## config.mk

```make
export PLATFORM = sky130hd
export DESIGN_NAME = cmwsb_search
export DESIGN_NICKNAME = d
export VERILOG_FILES = /design/src/rtl/cmwsb_pkg.sv /design/src/rtl/cmwsb_search.sv
export SDC_FILE = /design/constraint.sdc
export NUM_CORES = 2
export LEC_CHECK = 0
export BUFFER_PORTS_ARGS = -buffer_cell sky130_fd_sc_hd__buf_2
export CAP_MARGIN = 15
export CELL_PAD_IN_SITES_DETAIL_PLACEMENT = 1
export CELL_PAD_IN_SITES_GLOBAL_PLACEMENT = 1
export CORE_UTILIZATION = 44
export DETAILED_ROUTE_END_ITERATION = 10
export PLACE_DENSITY_LB_ADDON = 0.1
export SLEW_MARGIN = 20
export SYNTH_ARGS = -nofsm -noshare
export SYNTH_HDL_FRONTEND = slang
export SYNTH_SLANG_ARGS = --single-unit
```

## constraint.sdc

```tcl
create_clock -name clk -period 20.1 [get_ports clk]
set_input_delay 1.005 -clock clk [delete_from_list [all_inputs] [get_ports clk]]
set_output_delay 1.005 -clock clk [all_outputs]
set_load 0.01 [all_outputs]
```

## src/rtl/cmwsb_pkg.sv

```systemverilog
// ----------------------------------------------------------------------------
// cmwsb_pkg
// Sizes, codes, state types and the read channel shared by the graph store
// and the search engine.
// ----------------------------------------------------------------------------
package cmwsb_pkg;

  localparam int MAX_CLUSTERS = 16;
  localparam int MAX_VERTICES = 256;
  localparam int WEIGHT_BITS  = 16;

  localparam int CL_W   = $clog2(MAX_CLUSTERS);
  localparam int CC_W   = CL_W + 1;
  localparam int VX_W   = $clog2(MAX_VERTICES);
  localparam int VC_W   = VX_W + 1;
  localparam int EA_W   = 2 * VX_W;
  localparam int MA_W   = VX_W + CL_W;
  localparam int PA_W   = 2 * CL_W;
  localparam int DEG_W  = 24;
  localparam int VAL_W  = 32;
  localparam int NODE_W = 48;

  localparam logic [1:0] CMD_APPEND = 2'd0;
  localparam logic [1:0] CMD_EDGE   = 2'd1;
  localparam logic [1:0] CMD_SOLVE  = 2'd2;

  typedef enum logic [3:0] {
    ST_CLEAR, ST_IDLE, ST_APPEND,
    ST_E_EDGE, ST_E_VCV, ST_E_DU_RD, ST_E_DU_WR, ST_E_DV_RD, ST_E_DV_WR,
    ST_E_MU_RD, ST_E_MU_WR, ST_E_MV_RD, ST_E_MV_WR, ST_E_PM_RD, ST_E_PM_WR
  } store_st_t;

  typedef enum logic [4:0] {
    S_IDLE, S_SORT_C, S_SORT_X0, S_SORT_X1, S_SORT_Y0, S_SORT_Y1, S_SORT_W,
    S_SORT_SEL, S_SEED, S_ENTER, S_EV_CHK, S_EV_T0, S_EV_T1, S_EV_T2,
    S_EV_T3, S_EV_DONE, S_LOOP, S_LOAD, S_CP0, S_CP1, S_OUT
  } search_st_t;

  typedef enum logic [1:0] {
    MODE_VAL, MODE_PAIR, MODE_VCM
  } mode_t;

  typedef struct packed {
    logic [EA_W-1:0] edge_ra;
    logic [MA_W-1:0] vcm_ra;
    logic [PA_W-1:0] cpm_ra;
    logic [VX_W-1:0] deg_ra;
    logic [CL_W-1:0] idx;
  } rd_req_t;

  typedef struct packed {
    logic [WEIGHT_BITS-1:0] edge_q;
    logic [WEIGHT_BITS-1:0] vcm_q;
    logic [WEIGHT_BITS-1:0] cpm_q;
    logic [DEG_W-1:0]       deg_q;
    logic [VC_W-1:0]        size;
    logic [VC_W-1:0]        start;
    logic [CC_W-1:0]        count;
  } rd_rsp_t;

endpackage

```

## src/rtl/cmwsb_search.sv

```systemverilog
// ----------------------------------------------------------------------------
// cmwsb_search
// Solve sequencer: orders each cluster by rank, seeds the record, walks the
// depth-first search over the level stack and reports one result per cluster.
// ----------------------------------------------------------------------------
module cmwsb_search (
  input  logic                          clk,
  input  logic                          rst,
  input  logic                          solve_start,
  input  logic [cmwsb_pkg::NODE_W-1:0]  node_limit,
  input  cmwsb_pkg::rd_rsp_t            rsp,
  output cmwsb_pkg::rd_req_t            req,
  output logic                          busy,
  output logic                          result_valid,
  output logic [cmwsb_pkg::VAL_W-1:0]   best_value,
  output logic [cmwsb_pkg::CL_W-1:0]    cluster_index,
  output logic [cmwsb_pkg::VX_W-1:0]    chosen_vertex,
  output logic [cmwsb_pkg::NODE_W-1:0]  nodes_visited,
  output logic                          stopped_early,
  output logic                          last
);

  cmwsb_pkg::search_st_t st, st_next;
  cmwsb_pkg::mode_t      mode;

  logic [cmwsb_pkg::CL_W-1:0]   c, lvl, ci, oc;
  logic [cmwsb_pkg::VC_W-1:0]   x, y, rank;
  logic [cmwsb_pkg::DEG_W-1:0]  dx, sbd;
  logic [cmwsb_pkg::VX_W-1:0]   sb, si;
  logic [cmwsb_pkg::VC_W-1:0]   cp [cmwsb_pkg::MAX_CLUSTERS];
  logic [cmwsb_pkg::CC_W-1:0]   lv, i, j, iend, jend, k;
  logic [cmwsb_pkg::VAL_W-1:0]  acc, best;
  logic [cmwsb_pkg::NODE_W-1:0] cnt;
  logic                         stopped, seeding;
  logic [cmwsb_pkg::VX_W-1:0]   best_sel [cmwsb_pkg::MAX_CLUSTERS];

  // order and partial selection memories
  logic [cmwsb_pkg::VX_W-1:0]   order_mem [cmwsb_pkg::MAX_VERTICES];
  logic [cmwsb_pkg::VX_W-1:0]   sel_mem   [cmwsb_pkg::MAX_CLUSTERS];
  logic                         o_we, s_we;
  logic [cmwsb_pkg::VX_W-1:0]   o_wa, o_ra, o_wd, o_q, s_wd, s_q, smin, smax;
  logic [cmwsb_pkg::CL_W-1:0]   s_wa, s_ra;

  logic [cmwsb_pkg::VC_W-1:0]   s_end;
  logic                         pair_ok, lim_hit, leaf, cp_more;
  logic [cmwsb_pkg::WEIGHT_BITS-1:0] term;

  assign k       = rsp.count;
  assign s_end   = rsp.start + rsp.size;
  assign leaf    = (lv == k);
  assign lim_hit = (node_limit != '0) && (cnt >= node_limit);
  assign cp_more = (cp[lvl] < rsp.size);
  assign smin    = (si < s_q) ? si : s_q;
  assign smax    = (si < s_q) ? s_q : si;

  // loop bounds of the current scan
  always_comb begin
    case (mode)
      cmwsb_pkg::MODE_VAL:  begin iend = lv; jend = lv; term = rsp.edge_q; end
      cmwsb_pkg::MODE_PAIR: begin iend = k;  jend = k;  term = rsp.cpm_q;  end
      cmwsb_pkg::MODE_VCM:  begin iend = lv; jend = k;  term = rsp.vcm_q;  end
      default:              begin iend = '0; jend = '0; term = '0;         end
    endcase
    pair_ok = (i < iend) && (j < jend);
  end

  // read requests to the graph store
  always_comb begin
    req.edge_ra = {smin, smax};
    req.vcm_ra  = {si, j[cmwsb_pkg::CL_W-1:0]};
    req.cpm_ra  = {i[cmwsb_pkg::CL_W-1:0], j[cmwsb_pkg::CL_W-1:0]};
    req.deg_ra  = (st == cmwsb_pkg::S_SORT_Y0) ? y[cmwsb_pkg::VX_W-1:0]
                                               : x[cmwsb_pkg::VX_W-1:0];
    case (st)
      cmwsb_pkg::S_SORT_C, cmwsb_pkg::S_SORT_X0, cmwsb_pkg::S_SORT_X1,
      cmwsb_pkg::S_SORT_Y0, cmwsb_pkg::S_SORT_Y1, cmwsb_pkg::S_SORT_W,
      cmwsb_pkg::S_SORT_SEL: req.idx = c;
      default:               req.idx = lvl;
    endcase
  end

  // memory port control
  always_comb begin
    o_we = (st == cmwsb_pkg::S_SORT_W);
    o_wa = cmwsb_pkg::VX_W'(rsp.start + rank);
    o_wd = x[cmwsb_pkg::VX_W-1:0];
    o_ra = cmwsb_pkg::VX_W'(rsp.start + cp[lvl]);
    s_we = (st == cmwsb_pkg::S_SORT_SEL) || (st == cmwsb_pkg::S_LOAD);
    s_wa = (st == cmwsb_pkg::S_SORT_SEL) ? c : lvl;
    s_wd = (st == cmwsb_pkg::S_SORT_SEL) ? sb : o_q;
    case (st)
      cmwsb_pkg::S_EV_T0: s_ra = i[cmwsb_pkg::CL_W-1:0];
      cmwsb_pkg::S_EV_T1: s_ra = j[cmwsb_pkg::CL_W-1:0];
      cmwsb_pkg::S_CP0:   s_ra = ci;
      default:            s_ra = lvl;
    endcase
  end

  always_ff @(posedge clk) begin
    if (o_we) order_mem[o_wa] <= o_wd;
    o_q <= order_mem[o_ra];
  end

  always_ff @(posedge clk) begin
    if (s_we) sel_mem[s_wa] <= s_wd;
    s_q <= sel_mem[s_ra];
  end

  // state register
  always_ff @(posedge clk) begin
    if (rst) st <= cmwsb_pkg::S_IDLE;
    else     st <= st_next;
  end

  // next state
  always_comb begin
    st_next = st;
    case (st)
      cmwsb_pkg::S_IDLE:
        if (solve_start) st_next = (k == '0) ? cmwsb_pkg::S_SEED : cmwsb_pkg::S_SORT_C;
      cmwsb_pkg::S_SORT_C:  st_next = cmwsb_pkg::S_SORT_X0;
      cmwsb_pkg::S_SORT_X0: st_next = cmwsb_pkg::S_SORT_X1;
      cmwsb_pkg::S_SORT_X1: st_next = cmwsb_pkg::S_SORT_Y0;
      cmwsb_pkg::S_SORT_Y0: st_next = cmwsb_pkg::S_SORT_Y1;
      cmwsb_pkg::S_SORT_Y1:
        st_next = (y + cmwsb_pkg::VC_W'(1) == s_end) ? cmwsb_pkg::S_SORT_W
                                                     : cmwsb_pkg::S_SORT_Y0;
      cmwsb_pkg::S_SORT_W:
        st_next = (x + cmwsb_pkg::VC_W'(1) == s_end) ? cmwsb_pkg::S_SORT_SEL
                                                     : cmwsb_pkg::S_SORT_X0;
      cmwsb_pkg::S_SORT_SEL:
        st_next = ({1'b0, c} + cmwsb_pkg::CC_W'(1) == k) ? cmwsb_pkg::S_SEED
                                                         : cmwsb_pkg::S_SORT_C;
      cmwsb_pkg::S_SEED:    st_next = cmwsb_pkg::S_EV_CHK;
      cmwsb_pkg::S_ENTER:   st_next = lim_hit ? cmwsb_pkg::S_OUT : cmwsb_pkg::S_EV_CHK;
      cmwsb_pkg::S_EV_CHK: begin
        if (pair_ok) begin
          st_next = cmwsb_pkg::S_EV_T0;
        end else if (mode == cmwsb_pkg::MODE_VCM ||
                     (mode == cmwsb_pkg::MODE_VAL && leaf)) begin
          st_next = cmwsb_pkg::S_EV_DONE;
        end
      end
      cmwsb_pkg::S_EV_T0:   st_next = cmwsb_pkg::S_EV_T1;
      cmwsb_pkg::S_EV_T1:   st_next = cmwsb_pkg::S_EV_T2;
      cmwsb_pkg::S_EV_T2:   st_next = cmwsb_pkg::S_EV_T3;
      cmwsb_pkg::S_EV_T3:   st_next = cmwsb_pkg::S_EV_CHK;
      cmwsb_pkg::S_EV_DONE: begin
        if (seeding) begin
          st_next = (k == '0) ? cmwsb_pkg::S_ENTER : cmwsb_pkg::S_CP0;
        end else if (leaf) begin
          if (acc > best)      st_next = cmwsb_pkg::S_CP0;
          else if (lv == '0)   st_next = cmwsb_pkg::S_OUT;
          else                 st_next = cmwsb_pkg::S_LOOP;
        end else if (acc <= best && lv == '0) begin
          st_next = cmwsb_pkg::S_OUT;
        end else begin
          st_next = cmwsb_pkg::S_LOOP;
        end
      end
      cmwsb_pkg::S_LOOP: begin
        if (cp_more)           st_next = cmwsb_pkg::S_LOAD;
        else if (lvl == '0)    st_next = cmwsb_pkg::S_OUT;
      end
      cmwsb_pkg::S_LOAD:    st_next = cmwsb_pkg::S_ENTER;
      cmwsb_pkg::S_CP0:     st_next = cmwsb_pkg::S_CP1;
      cmwsb_pkg::S_CP1: begin
        if ({1'b0, ci} + cmwsb_pkg::CC_W'(1) == k)
          st_next = seeding ? cmwsb_pkg::S_ENTER : cmwsb_pkg::S_LOOP;
        else
          st_next = cmwsb_pkg::S_CP0;
      end
      cmwsb_pkg::S_OUT: begin
        if (k == '0 || {1'b0, oc} + cmwsb_pkg::CC_W'(1) == k) st_next = cmwsb_pkg::S_IDLE;
      end
      default: st_next = cmwsb_pkg::S_IDLE;
    endcase
  end

  // datapath: sort counters, scan indices, record and stack
  always_ff @(posedge clk) begin
    case (st)
      cmwsb_pkg::S_IDLE: begin
        if (solve_start) begin
          cnt     <= '0;
          stopped <= 1'b0;
          c       <= '0;
          oc      <= '0;
        end
      end
      cmwsb_pkg::S_SORT_C: x <= rsp.start;
      cmwsb_pkg::S_SORT_X1: begin
        dx   <= rsp.deg_q;
        y    <= rsp.start;
        rank <= '0;
        if (x == rsp.start || sbd < rsp.deg_q) begin
          sb  <= x[cmwsb_pkg::VX_W-1:0];
          sbd <= rsp.deg_q;
        end
      end
      // count the vertices that rank ahead of x
      cmwsb_pkg::S_SORT_Y1: begin
        if (rsp.deg_q > dx || (rsp.deg_q == dx && y > x)) rank <= rank + cmwsb_pkg::VC_W'(1);
        y <= y + cmwsb_pkg::VC_W'(1);
      end
      cmwsb_pkg::S_SORT_W:   x <= x + cmwsb_pkg::VC_W'(1);
      cmwsb_pkg::S_SORT_SEL: c <= c + cmwsb_pkg::CL_W'(1);
      cmwsb_pkg::S_SEED: begin
        lv      <= k;
        seeding <= 1'b1;
        acc     <= '0;
        mode    <= cmwsb_pkg::MODE_VAL;
        i       <= '0;
        j       <= cmwsb_pkg::CC_W'(1);
      end
      cmwsb_pkg::S_ENTER: begin
        if (lim_hit) begin
          stopped <= 1'b1;
        end else begin
          if (cnt != '1) cnt <= cnt + cmwsb_pkg::NODE_W'(1);
          acc  <= '0;
          mode <= cmwsb_pkg::MODE_VAL;
          i    <= '0;
          j    <= cmwsb_pkg::CC_W'(1);
        end
      end
      // move to the next scan when this one is spent
      cmwsb_pkg::S_EV_CHK: begin
        if (!pair_ok) begin
          if (mode == cmwsb_pkg::MODE_VAL && !leaf) begin
            mode <= cmwsb_pkg::MODE_PAIR;
            i    <= lv;
            j    <= lv + cmwsb_pkg::CC_W'(1);
          end else if (mode == cmwsb_pkg::MODE_PAIR) begin
            mode <= cmwsb_pkg::MODE_VCM;
            i    <= '0;
            j    <= lv;
          end
        end
      end
      cmwsb_pkg::S_EV_T1: si <= s_q;
      cmwsb_pkg::S_EV_T3: begin
        acc <= acc + cmwsb_pkg::VAL_W'(term);
        if (j + cmwsb_pkg::CC_W'(1) < jend) begin
          j <= j + cmwsb_pkg::CC_W'(1);
        end else begin
          i <= i + cmwsb_pkg::CC_W'(1);
          j <= (mode == cmwsb_pkg::MODE_VCM) ? lv : i + cmwsb_pkg::CC_W'(2);
        end
      end
      cmwsb_pkg::S_EV_DONE: begin
        ci <= '0;
        if (seeding) begin
          best <= acc;
          lv   <= '0;
          if (k == '0) seeding <= 1'b0;
        end else if (leaf) begin
          if (acc > best) best <= acc;
        end else if (acc > best) begin
          lvl                              <= lv[cmwsb_pkg::CL_W-1:0];
          cp[lv[cmwsb_pkg::CL_W-1:0]]      <= '0;
        end
      end
      cmwsb_pkg::S_LOOP: begin
        if (!cp_more && lvl != '0) lvl <= lvl - cmwsb_pkg::CL_W'(1);
      end
      cmwsb_pkg::S_LOAD: begin
        cp[lvl] <= cp[lvl] + cmwsb_pkg::VC_W'(1);
        lv      <= {1'b0, lvl} + cmwsb_pkg::CC_W'(1);
      end
      cmwsb_pkg::S_CP1: begin
        best_sel[ci] <= s_q;
        ci           <= ci + cmwsb_pkg::CL_W'(1);
        if ({1'b0, ci} + cmwsb_pkg::CC_W'(1) == k) seeding <= 1'b0;
      end
      cmwsb_pkg::S_OUT: oc <= oc + cmwsb_pkg::CL_W'(1);
      default: ;
    endcase
  end

  // register one result per cluster
  always_ff @(posedge clk) begin
    if (rst) result_valid <= 1'b0;
    else     result_valid <= (st == cmwsb_pkg::S_OUT);
  end

  always_ff @(posedge clk) begin
    if (st == cmwsb_pkg::S_OUT) begin
      best_value    <= best;
      cluster_index <= oc;
      chosen_vertex <= (k == '0) ? '0 : best_sel[oc];
      nodes_visited <= cnt;
      stopped_early <= stopped;
      last          <= (k == '0) || ({1'b0, oc} + cmwsb_pkg::CC_W'(1) == k);
    end
  end

  assign busy = (st != cmwsb_pkg::S_IDLE);

endmodule

```

### Yosys cells after proc, flatten, opt, wreduce, memory -nomap -nowiden

Memories as Yosys holds them, arrays and structs flattened. A register that Yosys moved wholly into a read port is not among the register bits.
Index checks and enable logic that the tools add are counted.

* register bits: 330
* bits in latches: 0
* memory bits (writable): 2448
* ROM bits: 0
* bits of input ports: 146
* output and inout bits: 144
* memories kept: 4

* $add $sub $neg: 21
* $mul: 0
* divide/modulo/power cells: 0
* order comparisons: 11
* eq/ne operators: 48
* shift-type cells: 0
* mux-type cells: 96
* bitwise gates (word level): 0
* reduce and logical (&&, ||, !) cells: 56

Memory list
* order_mem: depth 256, bits a word 8, read ports 1, clocked after memory_dff 1, wr ports 1, line cmwsb_search.sv:38 `logic [cmwsb_pkg::VX_W-1:0] order_mem [cmwsb_pkg::MAX_VERTICES];`
* cp: depth 16, bits a word 9, read ports 1, clocked after memory_dff 1, wr ports 1, line cmwsb_search.sv:30 `logic [cmwsb_pkg::VC_W-1:0] cp [cmwsb_pkg::MAX_CLUSTERS];`
* best_sel: depth 16, bits a word 8, read ports 1, clocked after memory_dff 1, wr ports 1, line cmwsb_search.sv:35 `logic [cmwsb_pkg::VX_W-1:0] best_sel [cmwsb_pkg::MAX_CLUSTERS];`
* sel_mem: depth 16, bits a word 8, read ports 1, clocked after memory_dff 1, wr ports 1, line cmwsb_search.sv:39 `logic [cmwsb_pkg::VX_W-1:0] sel_mem [cmwsb_pkg::MAX_CLUSTERS];`

Operators with widths (number)
* $mux W48: 3
* $mux W32: 4
* $mux W5: 24
* $pmux W5 S20: 1
* $pmux W32 S3: 1
* $pmux W48 S2: 1
* $pmux W9 S2: 3
* $add A48 B1 Y48 const B: 1
* $ge A48 B48 Y1: 1
* $ne A48 B48 Y1 const B: 1
* $pmux W16 S3: 1
* $reduce_bool A48 Y1: 1
* $mux W4: 11
* $eq A5 B4 Y1 const B: 8
* $pmux W5 S4: 2
* $add A9 B1 Y9 const B: 4
* $add A32 B16 Y32: 1
* $gt A32 B32 Y1: 1
* $le A32 B32 Y1: 1
* $mux W8: 4
* $pmux W4 S2: 4
* $eq A9 B9 Y1: 3
* $ne A2 B2 Y1 const B: 13
* $eq A5 B5 Y1 const B: 5
* 49 further kinds: 133

### Depth between registers and ports, before layout

* depth in word-level cells: 7
* depth in mapped cells: 18

### Worst setup path after synthesis

OpenSTA, ideal clock, no wires.

* path kind: input-to-reg
* start point: input port node_limit[21] (netlist name)
* end point: register cnt[0] (netlist name), enable pin
* arrival: 5.924 ns
* data required time: 19.573 ns
* slack: 13.648 ns
* stages: 9
* cell sequence: inv_1 > ha_1 > a21o_1 > a21o_1 > a221oi_1 > o221ai_1 > a211oi_1 > or3_1 > a21boi_0

* longest elaborated chain between the ends: 4

Ends and longest elaborated chain
* from (decl): line cmwsb_search.sv:10 `input logic [cmwsb_pkg::NODE_W-1:0] node_limit,`
* $ge A48 B48 Y1 or $reduce_bool A48 Y1 (tied branches): line cmwsb_search.sv:51 `assign lim_hit = (node_limit != '0) && (cnt >= node_limit);`
* $logic_and A1 B1 Y1 *: line cmwsb_search.sv:51
* $ne A2 B2 Y1 (no line) *
* $reduce_and A4 Y1 (no line) *
* to (signal assigned): line cmwsb_search.sv:220 `if (cnt != '1) cnt <= cnt + cmwsb_pkg::NODE_W'(1);`
* to (decl): line cmwsb_search.sv:33 `logic [cmwsb_pkg::NODE_W-1:0] cnt;`

Mark *: on every way between the ends. The rest lies on a longest branch, timed or not.
A chain may end at the register's enable or synchronous reset.

==> impl_metrics.csv <==
group,metric,value,unit
run_status,status,"finished, final reports clean",
pwr,vdd_ir_drop_max,101,uV
pwr,internal-power,10.2,mW
final_layout,layout-area-overhead-vs-synth,13.3,%
setup_path,critical_path_class,"flop to flop",
cts,path_clk_slew,0.06,ns
synthesis,synth_seq_cells,2805,
pwr,clock_power_share,41.0,%
drt,detailedRoute.firstPassIterationCount,6,
floorplanning,floorplan.rows,188,
sta,max-slew-margin-rel,21.8,%
synthesis,post_synth_main_area_contributors,"sky130_fd_sc_hd__edfxtp_1, sky130_fd_sc_hd__mux4_2, sky130_fd_sc_hd__ha_1",
cts,cts_inserted_buffers,317,
pwr,cellLeakagePower,43.2,nW
global_route,gr-total-overflow,0,
final_layout,drive_above_1_share,22.6,%
floorplanning,io_pins,290,
synthesis,synthesis.yosys.warnings,0,
drt,antenna_violating_nets_post_route,0,
setup_path,highest_delay_cell_along_the_critical_path,"sky130_fd_sc_hd__fa_4",
synthesis,ys_async_sr_fraction,0,%
setup_path,critical_path_startpoint_category,"flop",
sta,timing.final.max_slew_violations,0,
setup_path,crit_chain,"buf_4, mux4_2, mux2i_1, mux2i_1, ha_4, fa_4, buf_12, buf_12, buf_4, mux4_2, mux4_2, o22ai_1, nor4_1, or4_1",
synthesis,synth.avg_cell_area,17.8,um2
setup_path,cp_top_family,"buffers and inverters",
pwr,switchingPower,3.20,mW
global_route,globalRouteTotalUtil,23.5,%
pwr,sw_frac_of_total,23.9,%
pwr,power.density,101,nW/um2
sta,min_period_over_period,39.9,%
sta,clock-skew-final,0.0863,ns
setup_path,arrival,8.83,ns
floorplanning,die_x,517,um
setup_path,crit_path_max_fo,99,
place,gp_routability_congestion,0.801,
setup_path,critical_path.most_common_cell,"sky130_fd_sc_hd__mux4_2",
cts,cts_hold_buf,0,
pwr,p_seq_share,50.1,%
global_route,grt_start_max_net_pins,257,
place,detailed_place.area,122000,um2
cts,tritoncts,"yes",
final_layout,final_nets,7344,
cts,post_cts_resized,0,
synthesis,sequential_element_share_of_the_synthesized_area,71.9,%
sta,report.final.hold_viol_count,0,
setup_path,worstSetupEndpointType,"flop",
pwr,power.share.combinational,9.0,%
global_route,grt_antenna_before_repair,21,
cts,cts_setup_buffers,0,
synthesis,syn_inst,6561,
flow_run,timing.max_cap.violations,0,
global_route,grt_pass1_wl,457000,um
synthesis,synth_largest_area_cell,"sky130_fd_sc_hd__edfxtp_1",
sta,fin_tns_setup,0,ns
floorplanning,chipHeight,517,um
synthesis,yosys_most_used_dff,"sky130_fd_sc_hd__edfxtp_1",
sta,worst_tran_pin_value,1.17,ns
synthesis,postSynthNetCount,6935,
drt,route.detailed.drc,0,
drt,vias,62100,
synthesis,synth_edf_count,2779,
place,dp_hpwl,191000,um
min_path,worstHoldPathType,"primary input to flop",
cts,clk_path_buf_depth,4,
place,detailedPlace.worstSlack,11.94,ns
cts,cts-root-buf,"sky130_fd_sc_hd__clkbuf_16",
floorplanning,placeableCoreArea,263000,um2
setup_path,crit_buf_inv,4,
sta,grt_setup_unrepaired,"false",
final_layout,postLayoutCellArea,132000,um2
cts,clk-insertion-delay-late,0.97,ns
setup_path,critical_path_max_stage_delay,1.41,ns
place,io_buffers,289,
drt,detail_route.vias_per_cell,5.79,
drt,wire_per_inst,29.3,um
cts,cts_sinks,2805,
setup_path,cp.required,20.90,ns
synthesis,synthDominantCellAreaShare,71.5,%
global_route,via_count_of_the_first_global_routing_pass,64600,
drt,drt_wl_total,314000,um
synthesis,yosysUniqueCellTypes,86,
cts,htree_levels,5,
synthesis,synth_area,117000,um2
sta,fin_ws,12.07,ns
sta,finalCriticalPeriod,8.03,ns
sta,setup_viol,0,
floorplanning,floorplan.initialDensity,44.4,%
sta,timing.fmax,0.125,GHz
floorplanning,die_area,267000,um2
drt,first_iter_violations,5544,
-- cells by family (layout without fill, tap and decap cells) --
| logic type | after synthesis | in the layout | share of synthesized area (%) |
|---|---|---|---|
| xor gates and xnor gates | 181 | 181 | 1.38 |
| buffers and inverters | 516 | 1151 | 1.89 |
| other | 0 | 11 | 0 |
| and+or+nand+nor | 1601 | 1601 | 6.21 |
| DFF | 2805 | 2805 | 71.9 |
| adders and majority gates | 228 | 228 | 2.47 |
| AOI/OAI and AO/OA | 472 | 472 | 2.63 |
| muxes | 758 | 758 | 13.5 |
-- sequential cells by signal, indices dropped and copies added (netlist names), 5 cells and up, named ones only --
signal,count
x,9
sel_mem,128
sbd,24
best_value,32
rank,8
best,32
acc,32
sb,8
st,5
order_mem,2048
s_q,8
o_q,8
y,9
cp,144
dx,24
j,5
cnt,48
best_sel,128
nodes_visited,48
chosen_vertex,8
lv,5
si,8
i,5
-- layer usage --
layer  share of wire [%]  track usage, %
met5               0.025               0
met4                 2.6            6.32
met3                 5.1            3.23
met2                  49            39.0
met1                  43            32.6
-- cell type report --
class / instances / area [um2]
multi-input cells: 3240 / 30900
inverters: 193 / 727
clock inverters: 150 / 1270
clock buffers: 395 / 8360
fillers: 24200 / 131000
well taps: 3515 / 4400
repair buffers: 413 / 2630
diodes: 11 / 27.5
flip-flops and latches: 2805 / 84000
-- cells in the mapped netlist (85+ instances only) --
master / count
sky130_fd_sc_hd__ha_1: 224
sky130_fd_sc_hd__o21ai_0: 95
sky130_fd_sc_hd__mux4_2: 651
sky130_fd_sc_hd__clkbuf_1: 169
sky130_fd_sc_hd__edfxtp_1: 2779
sky130_fd_sc_hd__nand2_1: 546
sky130_fd_sc_hd__xnor2_1: 90
sky130_fd_sc_hd__xor2_1: 88
sky130_fd_sc_hd__nand3_1: 218
sky130_fd_sc_hd__nor2_1: 484
sky130_fd_sc_hd__inv_1: 193
sky130_fd_sc_hd__buf_2: 85
sky130_fd_sc_hd__a21oi_1: 124
-- final timing paths --
path                start            end  slack (ns)  depth (start not counted)
hold / removal    rsp[44]        sbd[21]        0.29                          1
setup reg to reg     flop         o_q[3]       12.07                         14
hold reg to reg   stopped  stopped_early        0.44                          0
setup / recovery     flop         o_q[3]       12.07                         14
-- power groups by stage --
stage                     Combinational [mW]  Clock, mW  Sequential [mW]
after floorplan                        0.629          0             6.92
after global placement                  1.17          0             6.82
after detailed placement                1.21          0             6.82
after CTS                               1.21       5.59             6.70
after global routing                    1.29       5.77             6.70
final                                   1.20       5.48             6.70
-- placed cells by master (no fill, tap or decap), drive strengths merged, types with 31 or more instances in the layout --
cell / count
o22ai: 40
ha: 224
and2: 31
buf: 413
o21ai: 98
edfxtp: 2779
clkbuf: 395
nor3: 50
mux2: 48
inv: 204
xnor2: 92
xor2: 89
nor2b: 45
nor2: 486
mux2i: 59
mux4: 651
nor4: 55
nand2: 547
nand3: 220
a21o: 39
clkinv: 114
nand4: 50
a21oi: 124
-- stage by stage --
| step | util, % | cells | power (mW) | hold WS, ns |
|---|---|---|---|---|
| after floorplan | - | 6561 | 7.55 | 0.400 |
| after global placement | 46.5 | 10200 | 8.00 | 0.406 |
| after detailed placement | 46.5 | 10200 | 8.03 | 0.423 |
| after CTS | 50.2 | 10700 | 13.5 | 0.215 |
| after global routing | 50.3 | 10700 | 13.8 | 0.259 |
| final | 50.3 | 10700 | 13.4 | 0.286 |
Note: power is estimated with default switching activity, not from simulation.
